[config.mk]
export PLATFORM = sky130hd
export DESIGN_NAME = ffsa_ctrl
export DESIGN_NICKNAME = d
export VERILOG_FILES = /design/src/hw/rtl/ffsa_pkg.sv /design/src/hw/rtl/ffsa_ctrl.sv
export SDC_FILE = /design/constraint.sdc
export NUM_CORES = 1
export LEC_CHECK = 0
export BUFFER_PORTS_ARGS = -buffer_cell sky130_fd_sc_hd__buf_2
export CAP_MARGIN = 20
export CORE_UTILIZATION = 35
export DETAILED_ROUTE_END_ITERATION = 10
export GPL_ROUTABILITY_DRIVEN = 0
export PLACE_DENSITY_LB_ADDON = 0.3
export SYNTH_ARGS = -nofsm -noshare
export SYNTH_HDL_FRONTEND = slang
export SYNTH_SLANG_ARGS = --single-unit
[constraint.sdc]
create_clock -name clk -period 2.6 [get_ports clk]
set_clock_uncertainty 0.15 [all_clocks]
set_input_delay 0.78 -clock clk [delete_from_list [all_inputs] [get_ports clk]]
set_output_delay 0.78 -clock clk [all_outputs]
set_load 0.005 [all_outputs]
[src/hw/rtl/ffsa_pkg.sv]
// ---------------------------------------------------------------------------
// ffsa_pkg
// shared constants, status codes and controller/datapath interface types
// ---------------------------------------------------------------------------
package ffsa_pkg;

    localparam int MaxSegmentsDefault = 16;
    localparam int AddrW   = 27;
    localparam int PitchW  = 15;
    localparam int RowsW   = 13;
    localparam int StatusW = 3;

    localparam logic [PitchW-1:0] ScreenPitchReset = 15'd7680;

    localparam logic [1:0] RegScreenPitch = 2'd0;
    localparam logic [1:0] RegPoolStart   = 2'd1;
    localparam logic [1:0] RegPoolBytes   = 2'd2;

    localparam logic OpAlloc = 1'b0;
    localparam logic OpFree  = 1'b1;

    localparam logic [StatusW-1:0] StOk         = 3'd0;
    localparam logic [StatusW-1:0] StTooWide    = 3'd1;
    localparam logic [StatusW-1:0] StNoMemory   = 3'd2;
    localparam logic [StatusW-1:0] StFragmented = 3'd3;
    localparam logic [StatusW-1:0] StTableFull  = 3'd4;
    localparam logic [StatusW-1:0] StFreeIgnore = 3'd5;

    typedef enum logic [3:0] {
        CMD_NONE,
        CMD_INIT,
        CMD_LOAD,
        CMD_CHECK,
        CMD_SCAN_START,
        CMD_SCAN_STEP,
        CMD_SHIFT_UP,
        CMD_SPLIT,
        CMD_GRANT,
        CMD_FREE_MARK,
        CMD_SHIFT_DOWN,
        CMD_MERGE_NEXT,
        CMD_MERGE_PREV,
        CMD_REJECT
    } cmd_t;

    typedef struct packed {
        logic                too_wide;
        logic                no_memory;
        logic                hit;
        logic                scan_done;
        logic                need_split;
        logic                table_full;
        logic                shift_done;
        logic                next_free;
        logic                prev_free;
        logic                op;
    } dp_status_t;

endpackage

[src/hw/rtl/ffsa_ctrl.sv]
// ---------------------------------------------------------------------------
// ffsa_ctrl
// sequencer for allocate and free requests over the segment table
// ---------------------------------------------------------------------------
module ffsa_ctrl
(
    input  logic                clk,
    input  logic                rst_n,
    input  logic                in_fire,
    input  logic                init_req,
    input  logic                out_busy,
    input  ffsa_pkg::dp_status_t st,
    output ffsa_pkg::cmd_t      cmd,
    output logic [ffsa_pkg::StatusW-1:0] rej_code,
    output logic                idle,
    output logic                done
);
    import ffsa_pkg::*;

    typedef enum logic [3:0] {
        S_IDLE, S_CHECK, S_SCAN, S_SPLIT_SHIFT, S_SPLIT, S_GRANT,
        S_FREE_SCAN, S_FREE_MARK, S_MN_SHIFT, S_MERGE_PREV, S_MP_SHIFT, S_DONE
    } state_t;

    state_t state_reg, state_next;
    logic [StatusW-1:0] rej_reg, rej_next;

    always_comb
    begin
        state_next = state_reg;
        rej_next   = rej_reg;
        cmd        = CMD_NONE;
        done       = 1'b0;
        case (state_reg)
            S_IDLE:
            begin
                if (init_req)
                    cmd = CMD_INIT;
                else if (in_fire)
                begin
                    cmd = CMD_LOAD;
                    state_next = S_CHECK;
                end
            end
            S_CHECK:
            begin
                if (st.op == OpFree)
                begin
                    cmd = CMD_SCAN_START;
                    state_next = S_FREE_SCAN;
                end
                else if (st.too_wide)
                begin
                    rej_next = StTooWide;
                    state_next = S_DONE;
                end
                else if (st.no_memory)
                begin
                    rej_next = StNoMemory;
                    state_next = S_DONE;
                end
                else
                begin
                    cmd = CMD_SCAN_START;
                    state_next = S_SCAN;
                end
            end
            S_SCAN:
            begin
                if (st.hit)
                begin
                    if (st.need_split && st.table_full)
                    begin
                        rej_next = StTableFull;
                        state_next = S_DONE;
                    end
                    else if (st.need_split)
                        state_next = S_SPLIT_SHIFT;
                    else
                        state_next = S_GRANT;
                end
                else if (st.scan_done)
                begin
                    rej_next = StFragmented;
                    state_next = S_DONE;
                end
                else
                    cmd = CMD_SCAN_STEP;
            end
            S_SPLIT_SHIFT:
            begin
                if (st.shift_done)
                    state_next = S_SPLIT;
                else
                    cmd = CMD_SHIFT_UP;
            end
            S_SPLIT:
            begin
                cmd = CMD_SPLIT;
                state_next = S_GRANT;
            end
            S_GRANT:
            begin
                cmd = CMD_GRANT;
                rej_next = StOk;
                state_next = S_DONE;
            end
            S_FREE_SCAN:
            begin
                if (st.hit)
                    state_next = S_FREE_MARK;
                else if (st.scan_done)
                begin
                    rej_next = StFreeIgnore;
                    state_next = S_DONE;
                end
                else
                    cmd = CMD_SCAN_STEP;
            end
            S_FREE_MARK:
            begin
                cmd = CMD_FREE_MARK;
                rej_next = StOk;
                if (st.next_free)
                    state_next = S_MN_SHIFT;
                else
                    state_next = S_MERGE_PREV;
            end
            S_MN_SHIFT:
            begin
                if (st.shift_done)
                    state_next = S_MERGE_PREV;
                else
                    cmd = CMD_SHIFT_DOWN;
            end
            S_MERGE_PREV:
            begin
                if (st.prev_free)
                begin
                    cmd = CMD_MERGE_PREV;
                    state_next = S_MP_SHIFT;
                end
                else
                    state_next = S_DONE;
            end
            S_MP_SHIFT:
            begin
                if (st.shift_done)
                    state_next = S_DONE;
                else
                    cmd = CMD_SHIFT_DOWN;
            end
            S_DONE:
            begin
                if (!out_busy)
                begin
                    done = 1'b1;
                    if (rej_reg != StOk)
                        cmd = CMD_REJECT;
                    state_next = S_IDLE;
                end
            end
            default:
                state_next = S_IDLE;
        endcase
        if (state_reg == S_FREE_MARK && st.next_free)
            cmd = CMD_MERGE_NEXT;
    end

    always_ff @(posedge clk or negedge rst_n)
    begin
        if (!rst_n)
        begin
            state_reg <= S_IDLE;
            rej_reg   <= StOk;
        end
        else
        begin
            state_reg <= state_next;
            rej_reg   <= rej_next;
        end
    end

    assign idle     = (state_reg == S_IDLE);
    assign rej_code = rej_reg;

endmodule

[Word level (Yosys, flattened, before mapping)]
Cells that the tools add are included.
Operators by class
  $add $sub $neg: 0
  muxes and demuxes: 42
  shift-type cells: 0
  div/mod/pow operators: 0
  multiply operators: 0
  magnitude comparators: 0
  equal/unequal tests: 23
  reductions and logical operators: 10
  bitwise logic cells: 0
Operators by type and width (number)
  $mux 4: 18
  $pmux 4 s12: 1
  $mux 3: 15
  $pmux 4 s10: 1
  $ne 2x2->1 const B: 9
  $eq 4x3->1 const B: 4
  $eq 4x4->1 const B: 4
  $pmux 3 s4: 1
  $ne 3x3->1 const B: 3
  $eq 4x2->1 const B: 2
  $reduce_and 7->1: 1
  $reduce_and 6->1: 1
  $reduce_or 2->1: 3
  $eq 4x1->1 const B: 1
  $logic_not 4->1: 1
  $mux 1: 4
  $mux 2: 2
  $reduce_bool 4->1: 1
  $reduce_bool 3->1: 1
  $logic_and 1x1->1: 2
Word-level totals
  bits in registers: 7
  bits in read-only memories: 0
  input port bits: 15
  word-level logic and storage cells: 77
  bits in latches: 0
  memory bits (writable): 0
  memories kept: 0
  output and inout port bits: 9

[Logic depth before layout (Yosys ltp)]
Gate-level depths: netlist of the first run.
  depth after elaboration: 5
  mapped depth: 6
  gate-level depth less buffers: 5

[Worst setup path before layout of the first run]
OpenSTA, ideal clock, no wires.
  path type: input-to-output
  start point: in st[9] (netlist name)
  end point: out cmd[2]
  required time: 1670 ps
  cell stages on the path: 5
  path buffers: 0
  slack: 335 ps
  arrival time: 1335 ps
  cell sequence: o21bai_1 > nand3_1 > o21ai_0 > o21ai_1 > o21ai_1
Between the ends
  cells in the longest elaborated chain, start to end: 4
Ends and longest elaborated chain
  from (decl): RTL line ffsa_ctrl.sv:12  | input ffsa_pkg::dp_status_t st,
  $mux 3: RTL line ffsa_ctrl.sv:52  | else if (st.too_wide)
  $mux 3: RTL line ffsa_ctrl.sv:47  | if (st.op == OpFree)
  $pmux 4 s10: RTL line ffsa_ctrl.sv:34  | case (state_reg)
  $mux 4: RTL line ffsa_ctrl.sv:166  | if (state_reg == S_FREE_MARK && st.next_free)
  to (decl): RTL line ffsa_ctrl.sv:13  | output ffsa_pkg::cmd_t cmd,
Every way passes these cells.

[Final worst setup path of the first run]
  start point: in out_busy
  end point: out cmd[3]
Between the ends
  cells in the longest elaborated chain, start to end: 3
Ends and longest elaborated chain
  from (decl): RTL line ffsa_ctrl.sv:11  | input logic out_busy,
  $mux 4: RTL line ffsa_ctrl.sv:155  | if (!out_busy)
  $pmux 4 s10: RTL line ffsa_ctrl.sv:34
  $mux 4: RTL line ffsa_ctrl.sv:166
Every way passes these cells.

==> results of run 1 <==
==> routing by layer <==
layer / vias up / wire (um)
met1: 372 / 911
li1: 406 / -
met2: 34 / 920
met4: 0 / 28
met5: - / 0
met3: 8 / 95
==> metrics by stage <==
step                setup slack [ns]  instances  total power, mW  util [%]
global placement              0.0154        146            0.997      46.5
floorplan                      0.335         94            0.783         -
finish                        0.0591        150             1.13      48.9
CTS                           0.0294        150             1.13      48.3
global route                -0.00523        150             1.23      48.9
detailed placement           0.00807        146             1.01      46.5
==> worst reg2reg max path: stages (launching register included) <==
cell and delay, ns:
sky130_fd_sc_hd__dfrtp_1 0.38, sky130_fd_sc_hd__buf_4 0.20, sky130_fd_sc_hd__nand2b_4 0.16, sky130_fd_sc_hd__o22ai_2 0.10, sky130_fd_sc_hd__a22oi_1 0.09, sky130_fd_sc_hd__or2_1 0.30, sky130_fd_sc_hd__mux2_4 0.32
==> synthesized netlist by cell type, types with 2 or more instances <==
cell	instances
sky130_fd_sc_hd__a21oi_1	6
sky130_fd_sc_hd__o21ai_0	6
sky130_fd_sc_hd__a221oi_1	2
sky130_fd_sc_hd__a31oi_1	2
sky130_fd_sc_hd__clkbuf_1	2
sky130_fd_sc_hd__inv_1	2
sky130_fd_sc_hd__o21bai_1	2
sky130_fd_sc_hd__or2_1	2
sky130_fd_sc_hd__mux2_4	2
sky130_fd_sc_hd__inv_2	2
sky130_fd_sc_hd__nor2_1	7
sky130_fd_sc_hd__nand2_1	12
sky130_fd_sc_hd__dfrtp_1	7
sky130_fd_sc_hd__nand3_1	3
sky130_fd_sc_hd__o21ai_1	4
sky130_fd_sc_hd__nand2b_1	3
sky130_fd_sc_hd__buf_2	3
==> cell type report <==
type                    count  area share, %
clock buffers               4           2.74
inverters                   4           1.56
multi-input cells          76           54.0
flip-flops and latches      7           18.5
well taps                  27           3.52
repair buffers             32           19.7
==> kinds of logic after synthesis <==
logic type	synth area share [%]
compound gates	34.6
simple gates	28.5
flops	23.8
mux	5.43
buf+inv	7.64
==> what timing repair did <==
item                                    CTS  global route
gates resized for setup                   2             5
hold buffers                              0             0
pin swaps                                 0             3
endpoints found under the setup margin    2             2
gates cloned                              0             0
==> worst paths after layout <==
| path | start | end | slack (ns) |
|---|---|---|---|
| max reg2reg | state_reg[2] | rej_code[1] | 0.79 |
| max | out_busy | cmd[3] | 0.06 |
| min reg2reg | rej_code[0] | rej_code[0] | 0.39 |
| min | rst_n | rej_code[1] | 0.20 |
| min in group clk | rej_code[0] | rej_code[0] | 0.39 |
| max in group asynchronous | rst_n | state_reg[0] | 1.93 |
==> power by group <==
group | leakage (nW) | internal, mW | switching, mW
Combinational | 0.348 | 0.376 | 0.428
Clock | 0.0150 | 0.0584 | 0.0375
Sequential | 0.0836 | 0.170 | 0.0590
Total | 0.446 | 0.604 | 0.524
==> Implementation_results.wiki, run 1 <==
{| class="wikitable"
! Metric !! Value
|-
| Worst vdd ir || 0.000580 V
|-
| Flip-flop cell with the highest count after synthesis || sky130_fd_sc_hd__dfrtp_1
|-
| Post-synthesis cell type with the largest combined area || sky130_fd_sc_hd__dfrtp_1
|-
| Remaining global-route overflow || 0
|-
| CP Depth || 6
|-
| Input/output buffers || 23
|-
| Total Neg Setup Slack || 0 ns
|-
| Total Die Area || 2290 um2
|-
| Total leakage power || 0.446 nW
|-
| Count of mapped cells out of synthesis || 94
|-
| Clock edge transition at the registers on the reported setup and hold paths || 0.05 ns
|-
| Sequential share of the synthesized area || 23.8%
|-
| Post-route cell area || 960 um2
|-
| Area of the placeable core || 1960 um2
|-
| Yosys reg bits || 7
|-
| Met3 Use GR || 2.64%
|-
| Remaining antenna violation count || 0
|-
| Sinks on the clock net || 7
|-
| Combined area of the multi-input logic cells || 518 um2
|-
| Number of nets in the finished design || 139
|-
| Crit path arrival time || 1.61 ns
|-
| I/O pins || 24
|-
| Flip-flop count of the largest register after layout || 4
|-
| Fraction of met2 tracks used by global routing || 28.6%
|-
| Fraction of synthesis flops using an asynchronous set or reset pin || 100%
|-
| Syn Nets || 109
|-
| Most frequent standard cell in the layout excluding fill and tap cells || sky130_fd_sc_hd__buf_2
|-
| CP max-delay cell || sky130_fd_sc_hd__o31a_1
|-
| Distinct cell type count after synthesis || 44
|-
| HP Class || primary input to asynchronous set/reset pin
|-
| Worst slew pin tran || 0.382 ns
|-
| Number of warning messages in the yosys log || 0
|-
| Top cells by area in the synthesized netlist || sky130_fd_sc_hd__dfrtp_1 24%, sky130_fd_sc_hd__nand2_1 6.1%, sky130_fd_sc_hd__a21oi_1 4.1%, sky130_fd_sc_hd__o21ai_0 4.1%, sky130_fd_sc_hd__mux2_4 4.1%
|-
| Via Count || 820
|-
| Initial antenna violation count || 0
|-
| Fraction of final layout cells sized beyond drive strength 1 || 39.0%
|-
| Wirelength, routed || 1960 um
|-
| DR vias/cell || 5.47
|-
| Pwr dens || 1180 nW/um2
|-
| Category of the most critical setup path || primary input to output pin
|-
| DRC viols || 0
|-
| Tmin final || 2.54 ns
|-
| Final Cycle Share || 97.7%
|-
| Starting DRC count in detailed routing || 18
|-
| Area growth from synthesis to final layout || 30.2%
|-
| Largest net degree at the start of global routing || 16
|-
| Critical path's top delay family || compound AO/OA/AOI/OAI gates
|-
| Most Crowded Layer GR || met2
|-
| Worst stage delay on the critical path || 0.21 ns
|-
| Post-synth EDFFs || 0
|-
| Max_slew headroom || 74.3%
|-
| Filler cells || 216
|-
| Ordered list of cells on the worst path || buf_6 > nor3_4 > o31a_1 > nor2_1 > o311ai_1 > buf_2
|-
| CP Data Required Time || 1.67 ns
|-
| Number of buffers created by CTS || 3
|-
| Initial standard-cell utilization of the core || 37.6%
|-
| Buffer cell driving the clock tree root || sky130_fd_sc_hd__clkbuf_4
|-
| Post-synthesis cell area || 737 um2
|-
| Critical path capture point type || output pin
|-
| Most used cells in the layout excluding fill and tap cells || 22 x sky130_fd_sc_hd__buf_2, 12 x sky130_fd_sc_hd__nand2_1, 9 x sky130_fd_sc_hd__buf_4, 7 x sky130_fd_sc_hd__nor2_1
|-
| Top fanout value on the critical path || 2
|-
| Number of cells on the worst reg-to-reg path || 6
|-
| Clock insertion delay at the later pin of the skew report || 0.24 ns
|-
| Worst Hold Slack || 0.200 ns
|-
| N_diodes || 0
|-
| Maximum level of the CTS H-tree || 1
|-
| Peak clock frequency supported by timing || 394 MHz
|-
| FF+latch area || 178 um2
|-
| First-pass iteration count of the detailed router || 4
|-
| Result of the run || complete, no violations
|-
| Setup repair after global routing missed its margin || yes
|-
| Max-cap check violation count || 0
|-
| Mapped Avg Cell Area || 7.84 um2
|-
| Final max-slew violation count || 0
|-
| Number of standard-cell rows in the floorplan || 16
|-
| Number of failing hold endpoints at the final stage || 0
|-
| Wire length of the first global-routing pass || 2920 um
|-
| Top-area cell type share of the netlist area || 23.8%
|-
| Die Height || 47.9 um
|-
| Die Width || 47.9 um
|-
| Clock tree from TritonCTS || built
|-
| Half-perimeter wire length after detailed placement || 1550 um
|-
| Instance area at placement || 912 um2
|-
| Avg WL per Cell || 13.0 um
|-
| Clock tree buffer depth || 2
|-
| Critical path buffer and inverter count || 2
|-
| Gr usage total || 18.7%
|-
| Global routing usage on met1 || 25.0%
|-
| # Post-CTS Setup Buffers || 0
|-
| Via count of the first global-routing pass || 668
|-
| Final setup violating endpoints || 0
|-
| Type of element launching the critical path || primary input
|}
No activity file was read; power rests on OpenSTA's default activity.
==> run 2, diff against run 1 <==
--- a/config.mk
+++ b/config.mk
@@ -7,7 +7,7 @@
 export LEC_CHECK = 0
 export BUFFER_PORTS_ARGS = -buffer_cell sky130_fd_sc_hd__buf_2
 export CAP_MARGIN = 20
-export CORE_UTILIZATION = 35
+export CORE_UTILIZATION = 25
 export DETAILED_ROUTE_END_ITERATION = 10
 export GPL_ROUTABILITY_DRIVEN = 0
 export PLACE_DENSITY_LB_ADDON = 0.3
==> run 2 against run 1 <==
Routed wire length grew 1.8%. First-iteration DRC count shrank 11%. Count of clock-buffer cells in the layout is the same. Largest power group unchanged.
==> Implementation_results.wiki, run 2 (synthesized netlist as in run 1, its figures left out) <==
{| class="wikitable"
! Metric !! Value
|-
| Final setup violating endpoints || 0
|-
| DR vias/cell || 5.34
|-
| Area of the placeable core || 2780 um2
|-
| Instance area at placement || 910 um2
|-
| Avg WL per Cell || 12.8 um
|-
| CP max-delay cell || sky130_fd_sc_hd__nor3_4
|-
| Worst slack, placed || 0.0342 ns
|-
| Type of element launching the critical path || primary input
|-
| Number of standard-cell rows in the floorplan || 19
|-
| Via Count || 833
|-
| Initial antenna violation count || 0
|-
| Peak clock frequency supported by timing || 396 MHz
|-
| Cell Int Power || 0.641 mW
|-
| CP Data Required Time || 1.67 ns
|-
| Worst Hold Slack || 0.205 ns
|-
| Post-route cell area || 982 um2
|-
| Pwr dens || 1190 nW/um2
|-
| Start of the worst register-to-register path || state_reg[0]
|-
| Critical path capture point type || output pin
|-
| Die Height || 56.3 um
|-
| Worst stage delay on the critical path || 0.19 ns
|-
| Most frequent standard cell in the layout excluding fill and tap cells || sky130_fd_sc_hd__buf_2
|-
| Placed cell count || 149
|-
| Worst vdd ir || 0.000539 V
|-
| Ordered list of cells on the worst path || buf_2 > nor3_4 > o31a_1 > nor2_1 > o311ai_1 > buf_2
|-
| Flip-flop count of the largest register after layout || 4
|-
| Buffer cell driving the clock tree root || sky130_fd_sc_hd__clkbuf_4
|-
| Final max-slew violation count || 0
|-
| Crit path launch || out_busy
|-
| Die Width || 56.3 um
|-
| Most frequent cell on the critical path || sky130_fd_sc_hd__buf_2
|-
| Maximum level of the CTS H-tree || 1
|-
| Setup repair after global routing missed its margin || no
|-
| Starting DRC count in detailed routing || 16
|-
| Wire length of the first global-routing pass || 3290 um
|-
| Max_slew headroom || 75.4%
|-
| Fraction of final layout cells sized beyond drive strength 1 || 39.2%
|-
| Top fanout value on the critical path || 2
|-
| DRC viols || 0
|-
| Most used cells in the layout excluding fill and tap cells || 23 x sky130_fd_sc_hd__buf_2, 12 x sky130_fd_sc_hd__nand2_1, 10 x sky130_fd_sc_hd__buf_4, 7 x sky130_fd_sc_hd__nor2_1
|-
| Finished Core Util || 35.3%
|-
| Final Cycle Share || 97.2%
|-
| Clock insertion delay at the later pin of the skew report || 0.25 ns
|-
| Number of buffers created by CTS || 3
|-
| Category of the most critical setup path || primary input to output pin
|-
| Clock tree from TritonCTS || built
|-
| Number of failing hold endpoints at the final stage || 0
|-
| Total Die Area || 3170 um2
|-
| Worst slew pin tran || 0.366 ns
|-
| HP Class || primary input to asynchronous set/reset pin
|-
| Final Instance Count excl. Fillers || 156
|-
| Sinks on the clock net || 7
|-
| Half-perimeter wire length after detailed placement || 1540 um
|-
| First-pass iteration count of the detailed router || 4
|-
| Total Neg Setup Slack || 0 ns
|-
| Net switching share of the total power || 45.2%
|-
| Remaining antenna violation count || 0
|-
| Crit path arrival time || 1.60 ns
|-
| Max-cap check violation count || 0
|-
| Number of nets in the finished design || 141
|-
| Tmin final || 2.53 ns
|-
| Via count of the first global-routing pass || 729
|-
| Clock edge transition at the registers on the reported setup and hold paths || 0.05 ns
|-
| Area growth from synthesis to final layout || 33.3%
|-
| Count of hold buffers inserted by post-cts repair || 0
|-
| Wirelength, routed || 1990 um
|-
| Reported net switching power || 0.529 mW
|-
| Number of cells on the worst reg-to-reg path || 5
|-
| Clk pwr share || 8.1%
|-
| I/O pins || 24
|-
| Remaining global-route overflow || 0
|-
| Post-route worst setup slack || 0.0735 ns
|-
| Logic pwr share || 72.2%
|-
| Sequential share of power || 19.7%
|-
| Largest net degree at the start of global routing || 17
|-
| Gr usage total || 13.1%
|-
| Overall power after layout || 1.17 mW
|-
| Initial standard-cell utilization of the core || 26.5%
|-
| Clock tree buffer depth || 2
|-
| N_diodes || 0
|-
| Result of the run || complete, no violations
|-
| Total leakage power || 0.457 nW
|-
| Input/output buffers || 23
|}
-- run 2: power groups by stage --
stage	clock, mW	sequential, mW	combinational [mW]
after global placement	0	0.245	0.746
after CTS	0.100	0.250	0.765
final	0.0952	0.230	0.844
after global routing	0.105	0.240	0.936
after detailed placement	0	0.248	0.748
after floorplan	0	0.216	0.567
-- run 2: layout make-up --
| type | count | area (um2) |
|---|---|---|
| clock buffer | 4 | 26.3 |
| fill | 283 | 1800 |
| inverter | 4 | 15.0 |
| multi-input combinational | 76 | 514 |
| sequential | 7 | 178 |
| tap | 31 | 38.8 |
| timing repair buffer | 34 | 210 |
-- run 2: timing repair --
item                       CTS  global route
pin swaps                    0             1
setup endpoints to repair    2             1
buffers inserted             0             3
resized for setup            3             1
-- run 2: final timing paths --
path | endpoint | slack [ns]
setup / recovery | cmd[3] | 0.07
hold / removal | rej_code[2] | 0.21
setup reg to reg | rej_code[1] | 0.75
hold reg to reg | rej_code[1] | 0.40
max in group asynchronous | state_reg[0] | 1.92
min in group clk | rej_code[1] | 0.40
-- run 2: layer usage --
layer	vias to the layer above	track usage, %	share of wire [%]
li1	412	-	-
met1	381	17.9	45
met2	40	20.7	48
met3	0	1.84	6.9
met4	0	5.23	0
met5	-	0	0
-- run 2: worst max-delay path, delay by kind of cell --
| family | cells | cell delay (ns) |
|---|---|---|
| simple gates | 2 | 0.26 |
| compound gates | 2 | 0.26 |
| buf+inv | 2 | 0.29 |
